### config.mk
export PLATFORM = sky130hd
export DESIGN_NAME = form_query_decoder_top_flat
export DESIGN_NICKNAME = d
export VERILOG_FILES = /design/src/hw/rtl/fqd_pkg.sv /design/src/hw/rtl/fqd_if.sv /design/src/hw/rtl/form_query_decoder_top.sv /design/src/hw/rtl/fqd_step.sv /design/src/hw/rtl/fqd_out_reg.sv /design/src/flat_wrapper.sv
export SDC_FILE = /design/constraint.sdc
export NUM_CORES = 1
export LEC_CHECK = 0
export BUFFER_PORTS_ARGS = -buffer_cell sky130_fd_sc_hd__buf_2
export CAP_MARGIN = 20
export CORE_UTILIZATION = 30
export CTS_CLUSTER_DIAMETER = 80
export CTS_CLUSTER_SIZE = 16
export DETAILED_ROUTE_END_ITERATION = 16
export PLACE_DENSITY_LB_ADDON = 0.12
export SLEW_MARGIN = 0
export SYNTH_ARGS = -nofsm -noshare
export SYNTH_HDL_FRONTEND = slang
export SYNTH_SLANG_ARGS = --single-unit
### constraint.sdc
create_clock -name clk -period 3.1 [get_ports clk]
set_input_delay 0.62 -clock clk [delete_from_list [all_inputs] [get_ports clk]]
set_output_delay 0.62 -clock clk [all_outputs]
set_load 0.05 [all_outputs]
### src/hw/rtl/fqd_pkg.sv
`timescale 1ns / 1ps
// ----------------------------------------------------------------------------
// fqd_pkg
// Shared types, character codes and helpers of the form query decoder.
// ----------------------------------------------------------------------------
package fqd_pkg;

	localparam logic [7:0] CH_PERCENT = 8'h25;
	localparam logic [7:0] CH_PLUS    = 8'h2B;
	localparam logic [7:0] CH_EQUALS  = 8'h3D;
	localparam logic [7:0] CH_AMP     = 8'h26;
	localparam logic [7:0] CH_SPACE   = 8'h20;
	localparam logic [7:0] CH_NUL     = 8'h00;

	typedef enum logic [1:0] {
		ESC_NONE  = 2'd0,
		ESC_FIRST = 2'd1,
		ESC_SECOND = 2'd2,
		ESC_UNUSED = 2'd3
	} esc_phase_t;

	typedef struct packed {
		logic [7:0] in_byte;
		logic       byte_valid;
		logic       is_last;
	} in_word_t;

	typedef struct packed {
		logic [7:0] out_byte;
		logic       out_valid;
		logic       in_value_part;
		logic       name_done;
		logic       pair_done;
		logic       decode_error;
	} out_word_t;

	typedef struct packed {
		logic       value_mode;
		esc_phase_t escape_phase;
		logic [3:0] high_nibble;
		logic       error_skip;
	} dec_state_t;

	typedef struct packed {
		logic       ok;
		logic [3:0] nibble;
	} hex_t;

	function automatic hex_t hex_decode(input logic [7:0] c);
		hex_t h;
		h = '0;
		if (c >= 8'h30 && c <= 8'h39) begin
			h.ok = 1'b1;
			h.nibble = 4'(c - 8'h30);
		end else if (c >= 8'h41 && c <= 8'h46) begin
			h.ok = 1'b1;
			h.nibble = 4'(c - 8'h37);
		end else if (c >= 8'h61 && c <= 8'h66) begin
			h.ok = 1'b1;
			h.nibble = 4'(c - 8'h57);
		end
		return h;
	endfunction

	function automatic logic word_at_end(input in_word_t w);
		return w.is_last || (w.byte_valid && w.in_byte == CH_NUL);
	endfunction

endpackage

### src/hw/rtl/fqd_if.sv
`timescale 1ns / 1ps
// ----------------------------------------------------------------------------
// fqd_in_if / fqd_out_if
// Valid/ready channels carrying raw query words and decoded result words.
// ----------------------------------------------------------------------------
interface fqd_in_if import fqd_pkg::*; ();
	logic     valid;
	logic     ready;
	in_word_t data;

	modport source (output valid, output data, input ready);
	modport sink (input valid, input data, output ready);
endinterface

interface fqd_out_if import fqd_pkg::*; ();
	logic      valid;
	logic      ready;
	out_word_t data;

	modport source (output valid, output data, input ready);
	modport sink (input valid, input data, output ready);
endinterface

### src/hw/rtl/form_query_decoder_top.sv
`timescale 1ns / 1ps
// ----------------------------------------------------------------------------
// form_query_decoder_top
// URL query / form body decoder: splits name=value pairs and decodes escapes.
// ----------------------------------------------------------------------------
// An accepted input word passes through the input register, then the result register.
// Throughput: 1 word per cycle while the sink takes results; the input register and
// result register each hold one word, and ready is high while the input register is empty or can move on.
// Reset: arst_n clears valid flags and decoder state (name part, no escape,
// not skipping); payload registers are not reset.
module form_query_decoder_top import fqd_pkg::*; (
	input  logic      clk,
	input  logic      arst_n,
	fqd_in_if.sink    query,
	fqd_out_if.source decoded
);

	logic       valid_s1;
	in_word_t   word_s1;
	dec_state_t state_q;
	dec_state_t state_nxt;
	out_word_t  res;
	logic       can_load;
	logic       adv;

	// s1 word moves into the result register
	assign adv         = valid_s1 && can_load;
	assign query.ready = !valid_s1 || can_load;

	always_ff @(posedge clk or negedge arst_n) begin
		if (!arst_n) begin
			valid_s1 <= 1'b0;
			state_q  <= '0;
		end else begin
			if (query.ready) begin
				valid_s1 <= query.valid;
			end
			if (adv) begin
				state_q <= state_nxt;
			end
		end
	end

	always_ff @(posedge clk) begin
		if (query.ready && query.valid) begin
			word_s1 <= query.data;
		end
	end

	fqd_step u_step (
		.st   (state_q),
		.word (word_s1),
		.nxt  (state_nxt),
		.res  (res)
	);

	fqd_out_reg u_out_reg (
		.clk      (clk),
		.arst_n   (arst_n),
		.load     (valid_s1),
		.res      (res),
		.can_load (can_load),
		.decoded  (decoded)
	);

	// every end of input leaves the decoder in its restart state
	assert property (@(posedge clk) disable iff (!arst_n)
		(adv && word_at_end(word_s1)) |=> (state_q == '0))
		else $error("state not restarted after end of input");

	assert property (@(posedge clk) disable iff (!arst_n)
		(decoded.valid && decoded.data.decode_error) |->
		(!decoded.data.out_valid && !decoded.data.pair_done && !decoded.data.name_done))
		else $error("error word carries data or pair marks");

	assert property (@(posedge clk) disable iff (!arst_n)
		(decoded.valid && decoded.data.name_done) |-> !decoded.data.in_value_part)
		else $error("name_done outside the name part");

	assert property (@(posedge clk) disable iff (!arst_n)
		state_q.escape_phase != ESC_UNUSED)
		else $error("illegal escape phase");

	assert property (@(posedge clk) disable iff (!arst_n)
		(state_q.error_skip) |-> (state_q.escape_phase == ESC_NONE && state_q.high_nibble == '0))
		else $error("escape left pending while skipping");

endmodule

### src/hw/rtl/fqd_step.sv
`timescale 1ns / 1ps
// ----------------------------------------------------------------------------
// fqd_step
// Per-word decode: current state and one input word give the result word
// and the next state.
// ----------------------------------------------------------------------------
module fqd_step import fqd_pkg::*; (
	input  dec_state_t st,
	input  in_word_t   word,
	output dec_state_t nxt,
	output out_word_t  res
);

	logic has_char;
	logic at_end;
	logic err;
	hex_t hx;

	assign has_char = word.byte_valid && (word.in_byte != CH_NUL);
	assign at_end   = word_at_end(word);
	assign hx       = hex_decode(word.in_byte);

	always_comb begin
		nxt = st;
		res = '0;
		err = 1'b0;
		if (st.error_skip) begin
			if (at_end) begin
				nxt = '0;
			end
		end else begin
			res.in_value_part = st.value_mode;
			if (has_char) begin
				if (st.escape_phase == ESC_FIRST) begin
					if (!hx.ok) begin
						err = 1'b1;
					end else begin
						nxt.high_nibble = hx.nibble;
						nxt.escape_phase = ESC_SECOND;
					end
				end else if (st.escape_phase == ESC_SECOND) begin
					if (!hx.ok) begin
						err = 1'b1;
					end else begin
						res.out_byte = {st.high_nibble, hx.nibble};
						res.out_valid = 1'b1;
						nxt.escape_phase = ESC_NONE;
						nxt.high_nibble = '0;
					end
				end else if (word.in_byte == CH_PERCENT) begin
					nxt.escape_phase = ESC_FIRST;
				end else if (word.in_byte == CH_PLUS) begin
					res.out_byte = CH_SPACE;
					res.out_valid = 1'b1;
				end else if (!st.value_mode && word.in_byte == CH_EQUALS) begin
					res.name_done = 1'b1;
					nxt.value_mode = 1'b1;
				end else if (st.value_mode && word.in_byte == CH_AMP) begin
					res.pair_done = 1'b1;
					nxt.value_mode = 1'b0;
				end else begin
					res.out_byte = word.in_byte;
					res.out_valid = 1'b1;
				end
			end
			// end of input closes the pair unless an escape is still open
			if (!err && at_end) begin
				if (nxt.escape_phase != ESC_NONE) begin
					err = 1'b1;
				end else begin
					res.pair_done = 1'b1;
					nxt = '0;
				end
			end
			if (err) begin
				res.out_byte = '0;
				res.out_valid = 1'b0;
				res.name_done = 1'b0;
				res.pair_done = 1'b0;
				res.decode_error = 1'b1;
				if (at_end) begin
					nxt = '0;
				end else begin
					nxt.error_skip = 1'b1;
					nxt.escape_phase = ESC_NONE;
					nxt.high_nibble = '0;
				end
			end
		end
	end

endmodule

### src/hw/rtl/fqd_out_reg.sv
`timescale 1ns / 1ps
// ----------------------------------------------------------------------------
// fqd_out_reg
// Result register: holds one decoded word until the sink takes it.
// ----------------------------------------------------------------------------
module fqd_out_reg import fqd_pkg::*; (
	input  logic      clk,
	input  logic      arst_n,
	input  logic      load,
	input  out_word_t res,
	output logic      can_load,
	fqd_out_if.source decoded
);

	logic      valid_s2;
	out_word_t data_s2;

	assign can_load      = !valid_s2 || decoded.ready;
	assign decoded.valid = valid_s2;
	assign decoded.data  = data_s2;

	always_ff @(posedge clk or negedge arst_n) begin
		if (!arst_n) begin
			valid_s2 <= 1'b0;
		end else if (can_load) begin
			valid_s2 <= load;
		end
	end

	always_ff @(posedge clk) begin
		if (can_load && load) begin
			data_s2 <= res;
		end
	end

endmodule

### src/flat_wrapper.sv
// flat-port wrapper written by rule: the top's interface ports become plain ports
module form_query_decoder_top_flat import fqd_pkg::*;
  (clk, arst_n, query_valid, query_data, query_ready, decoded_valid, decoded_data, decoded_ready);
  fqd_in_if query_i ();
  fqd_out_if decoded_i ();
  input  logic clk;
  input  logic arst_n;
  input wire logic [$bits(query_i.valid)-1:0] query_valid;
  input wire logic [$bits(query_i.data)-1:0] query_data;
  output wire logic [$bits(query_i.ready)-1:0] query_ready;
  output wire logic [$bits(decoded_i.valid)-1:0] decoded_valid;
  output wire logic [$bits(decoded_i.data)-1:0] decoded_data;
  input wire logic [$bits(decoded_i.ready)-1:0] decoded_ready;
  assign query_i.valid = query_valid;
  assign query_i.data = query_data;
  assign query_ready = query_i.ready;
  assign decoded_valid = decoded_i.valid;
  assign decoded_data = decoded_i.data;
  assign decoded_i.ready = decoded_ready;
  form_query_decoder_top u_core (.clk(clk), .arst_n(arst_n), .query(query_i), .decoded(decoded_i));
endmodule
### Yosys cells after proc, flatten, opt, wreduce, memory -nomap -nowiden

Index checks and enable logic that the tools add are counted.

* reductions and logical operators: 24
* eq/ne operators: 7
* bitwise gates (word level): 1
* add/sub/neg operators: 3
* order comparisons: 6
* muxes and demuxes: 49

Operator list (number)
* $mux 9: 6
* $mux 8: 5
* $eq 8x6->1 const B: 4
* $mux 1: 27
* $mux 6: 3
* $ge 8x7->1 const B: 2
* $le 8x7->1 const B: 2
* $mux 5: 3
* $mux 7: 2
* $logic_and 1x1->1: 10
* $ge 8x6->1 const B: 1
* $le 8x6->1 const B: 1
* $logic_not 8->1: 1
* $reduce_bool 8->1: 1
* $sub 4x3->4 const B: 2
* $reduce_or 7->1: 1
* $logic_not 1->1: 4
* $mux 2: 2
* $mux 4: 1
* $reduce_or 4->1: 1
* $sub 4x1->4 const B: 1
* $logic_or 1x1->1: 3
* $eq 2x1->1 const B: 1
* $eq 2x2->1 const B: 1
* 5 further kinds: 5

* bits in registers: 33
* word-level logic and storage cells: 105
* input port bits: 14

### Logic depth before layout (Yosys ltp)

Gate-level depths: netlist (run 1).

* word-level depth: 16
* mapped depth: 9
* depth with buffers taken out: 8

### Hierarchy

A second synthesis (run 1) with hierarchy kept.

* cells, all modules: 187
* area total of the unflattened synthesis: 2112.0 um2

By module, submodules not included
* fqd_step: cells an instance 139, times used 1, seq. area each 0.0 um2, area each 1027.2 um2
* form_query_decoder_top: cells an instance 31, times used 1, seq. area each 525.5 um2, area each 640.6 um2
* fqd_out_reg: cells an instance 17, times used 1, seq. area each 415.4 um2, area each 444.2 um2

### Worst setup path after synthesis (run 1)

Ideal clock, no wire load.

* path type: reg2reg
* start: register u_core.word_s1[5] (netlist bit)
* end: register u_core.u_out_reg.data_s2 (netlist bit u_core.u_out_reg.decoded.data[0]) (data pin)
* path buffers: 1
* required time: 2.845 ns
* setup time: 0.255 ns
* clock period less this slack: 2.487 ns
* data arrival time: 2.232 ns
* setup slack: 0.613 ns
* cell stages (with the launch flop): 8
* path through: edfxtp_1 > or4b_4 > a311oi_4 > nor2_2 > a31oi_2 > a31oi_1 > buf_6 > o21ba_2

* longest elaborated chain between the ends: 15
* elaborated cells between the ends (all ways): 37

RTL lines
* from (decl): RTL line form_query_decoder_top.sv:19 `in_word_t word_s1;`
* from (signal assigned): RTL line form_query_decoder_top.sv:46 `word_s1 <= query.data;`
* $ge 8x7->1 or $le 8x7->1 (tied branches): RTL line fqd_pkg.sv:58 `end else if (c >= 8'h61 && c <= 8'h66) begin`
* $logic_and 1x1->1: RTL line fqd_pkg.sv:58
* $mux 5: RTL line fqd_pkg.sv:58
* $mux 5: RTL line fqd_pkg.sv:55 `end else if (c >= 8'h41 && c <= 8'h46) begin`
* $mux 5: RTL line fqd_pkg.sv:52 `if (c >= 8'h30 && c <= 8'h39) begin`
* $mux 6 or $mux 1 (tied branches): RTL line fqd_step.sv:42, fqd_step.sv:35
* $mux 2 or $mux 1 (tied branches): RTL line fqd_step.sv:41 `end else if (st.escape_phase == ESC_SECOND) begin`
* $mux 6 or $mux 1 (tied branches): RTL line fqd_step.sv:34 `if (st.escape_phase == ESC_FIRST) begin`
* $mux 7 or $mux 1 (tied branches): RTL line fqd_step.sv:33 `if (has_char) begin`
* $mux 7 or $mux 1 (tied branches): RTL line fqd_step.sv:27 `if (st.error_skip) begin`
* $reduce_bool 2->1 or $logic_not 1->1 (tied branches): RTL line fqd_step.sv:68, fqd_step.sv:67
* $mux 1 or $logic_and 1x1->1 (tied branches): RTL line fqd_step.sv:68, fqd_step.sv:67
* $mux 1 *: RTL line fqd_step.sv:67 `if (!err && at_end) begin`
* $mux 1 *: RTL line fqd_step.sv:27
* $mux 1 *: RTL line fqd_step.sv:75 `if (err) begin`
* to (signal assigned): RTL line fqd_out_reg.sv:32 `data_s2 <= res;`
* to (decl): RTL line fqd_out_reg.sv:16 `out_word_t data_s2;`

Mark *: on every way between the ends. The rest lies on a longest branch, timed or not. The select of a mux whose other input is x is not followed.
A chain may end at the register's enable or synchronous reset.

### Final worst setup path (run 1)

* start: register u_core.word_s1[3] (netlist bit)
* end: register u_core.u_out_reg.data_s2 (netlist bit u_core.u_out_reg.decoded.data[2]) (data pin)

* longest elaborated chain between the ends: 15
* elaborated cells between the ends (all ways): 42

RTL lines (RTL line)
* $ge 8x7->1 or $le 8x7->1 (tied branches): fqd_pkg.sv:58
* $logic_and 1x1->1: fqd_pkg.sv:58
* $mux 5: fqd_pkg.sv:58
* $mux 5: fqd_pkg.sv:55
* $mux 5: fqd_pkg.sv:52
* $mux 6 or $mux 1 (tied branches): fqd_step.sv:42, fqd_step.sv:35
* $mux 2 or $mux 1 (tied branches): fqd_step.sv:41
* $mux 6 or $mux 1 (tied branches): fqd_step.sv:34
* $mux 7 or $mux 1 (tied branches): fqd_step.sv:33
* $mux 7 or $mux 1 (tied branches): fqd_step.sv:27
* $reduce_bool 2->1 or $logic_not 1->1 (tied branches): fqd_step.sv:68, fqd_step.sv:67
* $mux 1 or $logic_and 1x1->1 (tied branches): fqd_step.sv:68, fqd_step.sv:67
* $mux 1: fqd_step.sv:67
* $mux 1: fqd_step.sv:27
* $reduce_or 7->1 (no line)

Several ways; a longest one is shown, not always the timed one. The select of a mux whose other input is x is not followed.

==> results of run 1 <==
==> cells in the mapped netlist, drive strengths merged, types with 3 or more instances <==
master	instances
o21ai	7
nor2b	5
a32oi	4
dfrtp	10
nand4	3
ha	7
o22ai	3
clkbuf	3
nand3b	3
a21oi	9
nand2b	3
a31oi	6
o31ai	3
and2	3
nor3	12
inv	8
nand2	11
nor2	5
edfxtp	23
==> where the power goes <==
group	switching [mW]	internal [mW]
Combinational	0.116	0.0445
Clock	0.152	0.262
Sequential	0.0171	0.503
==> cells by family (layout without fill, tap and decap cells) <==
kind of cell / count (synthesis) / after routing / share of synthesized area
buffers and inverters: 13 / 48 / 0.0345
multiplexers: 1 / 1 / 0.00608
adder cells (fa/ha/maj): 7 / 7 / 0.0473
AND/OR/NAND/NOR: 61 / 61 / 0.206
flip-flops: 33 / 33 / 0.508
AO/OA/AOI/OAI: 48 / 48 / 0.198
==> area by class of cell <==
class,count,area [um^2],area share
inverter,8,30.0,0.0137
timing repair buffer,32,170,0.0774
clock inverter,1,30.0,0.0137
tap,75,93.8,0.0427
clock buffer,7,86.3,0.0393
sequential,33,941,0.428
multi-input combinational,117,846,0.385
==> cells in the final DEF (no fill, tap or decap), drive strengths merged, types with 2 or more instances in the layout <==
master / n
nor2: 5
nor4: 2
a211oi: 2
a21o: 2
o22ai: 3
buf: 32
dfrtp: 10
nand4: 3
nand2b: 3
o31ai: 3
nor3: 12
a21oi: 9
nor2b: 5
a32oi: 4
nor3b: 2
a31o: 2
inv: 8
a31oi: 6
and2: 3
nor4b: 2
o21ai: 7
o21a: 2
nand2: 11
clkbuf: 7
edfxtp: 23
ha: 7
nand3b: 3
a22oi: 2
==> metal layers <==
metal,vias to the layer above,wire length (um),global-route usage
li1,698,-,-
met1,661,1800,0.181
met2,47,1850,0.220
met3,8,235,0.0409
met4,0,87,0.0589
met5,-,0,0
==> worst max-delay path by stage <==
stage,from,end,cells after the start
2_1_floorplan,u_core.word_s1[5]$_DFFE_PP_,u_core.u_out_reg.decoded.data[0]$_SDFFCE_PP0P_,7
3_3_place_gp,u_core.word_s1[5]$_DFFE_PP_,u_core.u_out_reg.decoded.data[2]$_SDFFCE_PP0P_,7
4_1_cts,u_core.word_s1[3]$_DFFE_PP_,u_core.u_out_reg.decoded.data[2]$_SDFFCE_PP0P_,9
6_report,u_core.word_s1[3]$_DFFE_PP_,u_core.u_out_reg.decoded.data[2]$_SDFFCE_PP0P_,9
3_5_place_dp,u_core.word_s1[3]$_DFFE_PP_,u_core.u_out_reg.decoded.data[2]$_SDFFCE_PP0P_,9
5_1_grt,u_core.word_s1[3]$_DFFE_PP_,u_core.u_out_reg.decoded.data[2]$_SDFFCE_PP0P_,9
==> through the flow <==
stage                     area (um^2)  setup slack [ns]  hold WS [ns]
after floorplan                  1850             0.613         0.324
final                            2200             0.293         0.186
after global placement           2080             0.443         0.469
after CTS                        2200             0.320         0.190
after detailed placement         2080             0.342         0.472
after global routing             2200           0.00218         0.198
==> sequential cells by signal, indices dropped and copies added (netlist names) <==
name and count:
u_core.state_q 8, u_core.u_out_reg.decoded.data 13, u_core.u_out_reg.decoded.valid 1, u_core.valid_s1 1, u_core.word_s1 10
==> critical path: cells and delay by family, from the launching register on <==
| kind | cells | cell delay (ns) |
|---|---|---|
| flip-flops | 1 | 0.50 |
| adder cells (fa/ha/maj) | 1 | 0.28 |
| buffers and inverters | 2 | 0.35 |
| AND/OR/NAND/NOR | 2 | 0.77 |
| AO/OA/AOI/OAI | 4 | 0.71 |
==> results.toml, run 1 <==
[setup_path]
r2r_end = "u_core.u_out_reg.decoded.data[2]$_SDFFCE_PP0P_"
crit_path_max_fanout = 11
required_ns = 3.19
cpMaxStageDelayCell = "edfxtp_1"
r2r_setup_slack_ns = 0.29
cp-end-kind = "flop"
reg2reg_depth = 9
crit_path_max_incr_delay_ns = 0.50
cp_cell_sequence = "inv_1 > ha_1 > nor3b_1 > a311oi_4 > o21a_1 > o21ai_0 > a31oi_1 > buf_4 > nor4b_1"
cp-start-kind = "flop"
r2r_start = "u_core.word_s1[3]$_DFFE_PP_"
crit_type = "reg2reg"
cp.arrival_ns = 2.90

[global_routing]
grt-ovfl-total = 0
grt_pass1_vias = 1401
grt_pass1_wl_um = 6840
grt_max_degree = 22
grt_use_total = 0.141
antenna_found_initial = 0

[min_path]
min-delay-path-class = "in2async"

[cts]
cts_hold_buf = 0
cts_max_level = 2
clk_pin_slew_ns = 0.07
post_cts_resize_count = 0
post_cts_buffers = 0
clock_sinks = 33
cts_tree = "yes"
clkLatencyLatePin_ns = 0.28
cts_buffers = 5
root_buffer = "clkbuf_8"
cts_buffer_depth = 2

[logic_synthesis]
synth_seq_area_share = 0.508
synth_top_cell_area_share = 0.373
syn_area_per_cell_um2 = 11.4
ys_ff_latch = 33
netlist_instances = 163
synth_warnings = 0
syn_area_um2 = 1850
syn_nets = 184
synth.area.top_cells = "edfxtp_1 37%, dfrtp_1 14%, ha_1 4.7%"
ys.flop_type = "edfxtp_1"
post-synth-top-area-cell = "edfxtp_1"
synth_edf_count = 23
synthArstFlopShare = 0.303
yosysUniqueCellTypes = 51

[floorplan]
start_util = 0.313
dieWidth_um = 80.5
fp-row-count = 28
die_h_um = 80.5
die_area_um2 = 6490
boundaryPins = 29
core_um2 = 5920

[run_status]
status = "completed"

[route]
viasPerCell = 5.18
drt_first_pass_iters = 4
ant_nets = 0
routed_wirelength_um = 3970
drtIter0Drc = 83
drc = 0
num_vias = 1414
wl_per_cell_um = 14.6

[timing]
setup_viol = 0
setup_tns_ns = 0
rsz0062_at_grt = "false"
post-route-period-util = 0.905
final-hold-violation-count = 0
period_minus_slack_ns = 2.81
finalMaxSlewViolations = 0
worst_slew_pin_slew_ns = 0.613
relSlewSlack = 0.586
fmax_mhz = 356
fin_skew_ns = 0.00411

[finish]
nets = 218
final_core_util = 0.371
layout-drive-gt1-share = 0.258
diodes = 0
nFillCells = 579
stdcell_count = 273
area_growth_pct = 18.7

[power]
powerDensity_nw_per_um2 = 498
leakage_nw = 0.852
finalPower_mw = 1.09
max-vdd-ir-drop_uv = 207

[placement]
dp_hpwl_um = 3060
port_buffers = 28
dp_cells = 265
place_congestion = 0.869

[run]
max_cap_viol_count = 0
(Power assumes the default switching activity.)
==> run 2: changes to the inputs <==
--- a/config.mk
+++ b/config.mk
@@ -7,6 +7,8 @@
 export LEC_CHECK = 0
 export BUFFER_PORTS_ARGS = -buffer_cell sky130_fd_sc_hd__buf_2
 export CAP_MARGIN = 20
+export CELL_PAD_IN_SITES_DETAIL_PLACEMENT = 1
+export CELL_PAD_IN_SITES_GLOBAL_PLACEMENT = 2
 export CORE_UTILIZATION = 30
 export CTS_CLUSTER_DIAMETER = 80
 export CTS_CLUSTER_SIZE = 16
==> run 2 against run 1 <==
Compared with the run above:
- sequential share of layout area decreased by 0.24 points
- hold slack gained 0.0053 ns
- worst setup slack better by 0.086 ns
- critical endpoint unchanged
==> results.toml, run 2 (synthesis gave the netlist of run 1 again) <==
[route]
ant_nets = 0
routed_wirelength_um = 4490
drt_first_pass_iters = 8
num_vias = 1435
wl_per_cell_um = 16.4
viasPerCell = 5.24
drtIter0Drc = 86
drc = 0

[run]
max_cap_viol_count = 0

[finish]
nets = 219
final_core_util = 0.373
area_growth_pct = 19.4
layout-drive-gt1-share = 0.266
design_area_um2 = 2210
final_common_cell = "buf_2"
diodes = 0
largest_register_ffs = 13
final_cell_mix = "28 x buf_2, 23 x edfxtp_1, 11 x nand2_1, 11 x nor3_1, 10 x dfrtp_1"

[power]
max-vdd-ir-drop_uv = 181
pwr-share-comb = 0.147
power.clock.fraction = 0.380
switching_share = 0.266
power_frac_seq = 0.473
power.switching_mw = 0.293
internal_power_mw = 0.810
leakage_nw = 0.859
powerDensity_nw_per_um2 = 499

[timing]
finalMaxSlewViolations = 0
post-route-period-util = 0.878
rsz0062_at_grt = "false"
finalWorstSetupSlack_ns = 0.380
final-hold-violation-count = 0
relSlewSlack = 0.561
holdWs_ns = 0.191
worst_slew_pin_slew_ns = 0.650
fin_skew_ns = 0.00386
setup_tns_ns = 0
period_minus_slack_ns = 2.72
fmax_mhz = 368
setup_viol = 0

[setup_path]
cp-start-kind = "flop"
path_depth = 7
crit_path_max_incr_delay_ns = 0.62
crit_type = "reg2reg"
reg2reg_depth = 7
worst-path-buf-inv = 1
crit_path_max_fanout = 11
required_ns = 3.19
cp-end-kind = "flop"
cpMaxStageDelayCell = "or4b_4"
crit_family = "simple AND/OR/NAND/NOR gates"
cp.arrival_ns = 2.81
cp_cell_sequence = "or4b_4 > a311oi_4 > nor2_2 > o31ai_4 > a31oi_1 > buf_4 > nor4b_1"

[floorplan]
start_util = 0.313
core_um2 = 5920
die_h_um = 80.5
boundaryPins = 29
dieWidth_um = 80.5
die_area_um2 = 6490
fp-row-count = 28

[global_routing]
grt_pass1_wl_um = 7510
grt_use_total = 0.157
grt_max_degree = 22
grt_pass1_vias = 1476
grt-ovfl-total = 0
antenna_found_initial = 0

[placement]
post-place-ws_ns = 0.341
port_buffers = 28
place_congestion = 0.834
dpl_cell_area_um2 = 2090
dp_hpwl_um = 3450

[cts]
cts_tree = "yes"
clk_pin_slew_ns = 0.07
post_cts_buffers = 0
cts_buffers = 5
clkLatencyLatePin_ns = 0.28
cts_max_level = 2
clock_sinks = 33
root_buffer = "clkbuf_8"
cts_hold_buf = 0
cts_buffer_depth = 2

[min_path]
min-delay-path-class = "in2async"

[run_status]
status = "completed"
[run 2: changes by cell type in the layout (fill, tap and decap cells not counted)]
cell	before	now
nor3b_2	0	1
nor3b_1	2	1
buf_4	4	5
[run 2: path summary, 6_finish.rpt]
check                      slack (ns)                          start                                              to
hold / removal                   0.19                         arst_n                   u_core.state_q[7]$_DFFE_PN0P_
hold reg to reg                  0.49  u_core.state_q[3]$_DFFE_PN0P_                   u_core.state_q[3]$_DFFE_PN0P_
min in group clk                 0.49  u_core.state_q[3]$_DFFE_PN0P_                   u_core.state_q[3]$_DFFE_PN0P_
setup reg to reg                 0.38    u_core.word_s1[5]$_DFFE_PP_  u_core.u_out_reg.decoded.data[2]$_SDFFCE_PP0P_
setup / recovery                 0.38    u_core.word_s1[5]$_DFFE_PP_  u_core.u_out_reg.decoded.data[2]$_SDFFCE_PP0P_
max in group asynchronous        2.70                         arst_n                   u_core.state_q[6]$_DFFE_PN0P_
[run 2: repair_timing]
item                                   in CTS  in global routing
setup endpoints to repair                   0                  1
endpoints found under the hold margin       0                  0
gates resized for setup                     0                  1
[run 2: per-layer routing]
metal,track usage,routed length [um]
met4,0.0429,48
met2,0.262,2140
met1,0.199,2090
met5,0,0
met3,0.0375,200
[run 2: stage by stage]
stage	cells	power (mW)
3_3_place_gp	266	0.691
6_report	274	1.10
2_1_floorplan	163	0.644
4_1_cts	274	1.12
3_5_place_dp	266	0.695
5_1_grt	274	1.14
[run 2: area by class of cell]
cell class | instances | area (um^2)
inverter | 8 | 30.0
multi-input combinational | 117 | 851
fill | 668 | 3710
clock buffer | 7 | 86.3
tap | 75 | 93.8
sequential | 33 | 941
clock inverter | 1 | 30.0
timing repair buffer | 33 | 178
[run 2: power by group through the flow]
| stage | sequential [mW] | clock (mW) | combinational [mW] |
|---|---|---|---|
| final | 0.522 | 0.419 | 0.163 |
| after global routing | 0.525 | 0.442 | 0.177 |
| after CTS | 0.522 | 0.434 | 0.165 |
| after detailed placement | 0.531 | 0 | 0.164 |
| after global placement | 0.530 | 0 | 0.161 |
| after floorplan | 0.576 | 0 | 0.0671 |
[run 2: worst register-to-register path: stages (launching register included)]
cell and delay [ns]:
edfxtp_1 0.52, or4b_4 0.63, a311oi_4 0.38, nor2_2 0.12
o31ai_4 0.25, a31oi_1 0.11, buf_4 0.20, nor4b_1 0.31
==> run 3: changes to the inputs <==
--- a/config.mk
+++ b/config.mk
@@ -10,6 +10,7 @@
 export CELL_PAD_IN_SITES_DETAIL_PLACEMENT = 1
 export CELL_PAD_IN_SITES_GLOBAL_PLACEMENT = 2
 export CORE_UTILIZATION = 30
+export CTS_BUF_LIST = sky130_fd_sc_hd__clkbuf_8
 export CTS_CLUSTER_DIAMETER = 80
 export CTS_CLUSTER_SIZE = 16
 export DETAILED_ROUTE_END_ITERATION = 16
==> run 3 against run 2 <==
Compared with the run above:
- first-iteration DRC count down 14%
- highest routed layer unchanged
- critical path type unchanged
- critical endpoint unchanged
- sequential share of layout area unchanged
- register-to-register slack about the same
==> results.toml, run 3 (synthesis gave the netlist of run 1 again) <==
[route]
drtIter0Drc = 74
wl_met1_um = 2100
top_layer = "met4"
wl_per_cell_um = 16.4
viasPerCell = 5.23
drc = 0
routed_wirelength_um = 4490
num_vias = 1434
dr_wl_met2_um = 2150
ant_nets = 0
wl_met3_um = 184
drt_first_pass_iters = 4

[setup_path]
cp-end-kind = "flop"
crit_path_max_fanout = 11
r2r_setup_slack_ns = 0.38
cpMaxStageDelayCell = "or4b_4"
cp-start-kind = "flop"
cp_cell_sequence = "or4b_4 > a311oi_4 > nor2_2 > o31ai_4 > a31oi_1 > buf_4 > nor4b_1"
crit_type = "reg2reg"
required_ns = 3.19
cp.arrival_ns = 2.81
crit_path_max_incr_delay_ns = 0.62

[floorplan]
fp-row-count = 28
boundaryPins = 29
core_um2 = 5920
die_area_um2 = 6490
die_h_um = 80.5
dieWidth_um = 80.5
start_util = 0.313

[cts]
cts_tree = "yes"
clkLatencyLatePin_ns = 0.28
root_buffer = "clkbuf_8"
cts_buffers = 5
cts_buffer_depth = 2
post_cts_buffers = 0
clk_pin_slew_ns = 0.07
clock_sinks = 33
cts_max_level = 2

[global_routing]
grt-ovfl-total = 0
grt_pass1_vias = 1479
grt_max_degree = 22
grt_pass1_wl_um = 7520
antenna_found_initial = 0
grt_use_total = 0.157

[finish]
final_cell_mix = "28 x buf_2, 23 x edfxtp_1, 11 x nand2_1, 11 x nor3_1, 10 x dfrtp_1"
area_growth_pct = 19.4
largest_register_ffs = 13
final_common_cell = "buf_2"
nets = 219
diodes = 0
final_core_util = 0.373
layout-drive-gt1-share = 0.266

[timing]
post-route-period-util = 0.876
finalWorstSetupSlack_ns = 0.383
final-hold-violation-count = 0
rsz0062_at_grt = "false"
setup_viol = 0
relSlewSlack = 0.541
period_minus_slack_ns = 2.72
setup_tns_ns = 0
finalMaxSlewViolations = 0
worst_slew_pin_slew_ns = 0.678
fmax_mhz = 368
fin_skew_ns = 0.00258
holdWs_ns = 0.193

[power]
leakage_nw = 0.863
max-vdd-ir-drop_uv = 181
powerDensity_nw_per_um2 = 497
finalPower_mw = 1.10

[placement]
post-place-ws_ns = 0.341
port_buffers = 28
dp_hpwl_um = 3450
place_congestion = 0.834

[run_status]
status = "completed"

[min_path]
min-delay-path-class = "in2async"

[run]
max_cap_viol_count = 0
run 3: cell count changes in the layout (fill, tap and decap cells not counted), sizes merged:
cell and delta:
inv +1, clkbuf -1
run 3: per-layer routing:
layer,global-route usage,vias up
met4,0.0429,0
met3,0.0375,6
li1,-,704
met5,0,-
met1,0.199,687
met2,0.262,37
run 3: report_power, final:
| group | switching (mW) | leakage [nW] | internal, mW | total [mW] |
|---|---|---|---|---|
| registers | 0.0185 | 0.358 | 0.503 | 0.522 |
| logic | 0.117 | 0.443 | 0.0453 | 0.162 |
| clock network | 0.155 | 0.0626 | 0.259 | 0.414 |
| total | 0.291 | 0.863 | 0.807 | 1.10 |
run 3: final cells by class:
type,instances,area (um^2)
clock buffer,6,82.6
clock inverter,2,33.8
timing repair buffer,33,178
tap,75,93.8
inverter,8,30.0
multi-input combinational,117,851
fill,668,3710
sequential,33,941
run 3: final timing paths:
check                                         startpoint                                             end  cells after the start
setup / recovery             u_core.word_s1[5]$_DFFE_PP_  u_core.u_out_reg.decoded.data[2]$_SDFFCE_PP0P_                      7
hold / removal                                    arst_n                   u_core.state_q[7]$_DFFE_PN0P_                      1
setup reg to reg             u_core.word_s1[5]$_DFFE_PP_  u_core.u_out_reg.decoded.data[2]$_SDFFCE_PP0P_                      7
hold reg to reg            u_core.state_q[3]$_DFFE_PN0P_                   u_core.state_q[3]$_DFFE_PN0P_                      2
max in group asynchronous                         arst_n                   u_core.state_q[6]$_DFFE_PN0P_                      1
min in group clk           u_core.state_q[3]$_DFFE_PN0P_                   u_core.state_q[3]$_DFFE_PN0P_                      2
run 3: through the flow:
step	area (um^2)	cells
finish	2210	274
global route	2210	274
CTS	2200	274
detailed placement	2090	266
global placement	2090	266
floorplan	1850	163
run 3: critical path, delay by kind of cell (launching register included):
family          cells  cell delay, ns
simple gates        3            1.05
flops               1            0.52
buf+inv             1            0.20
compound gates      3            0.74
run 3: repair_timing:
item / CTS / global route
hold buffers: 0 / 0
hold endpoints to repair: 0 / 0
endpoints found under the setup margin: 0 / 1
gates resized for setup: 0 / 1
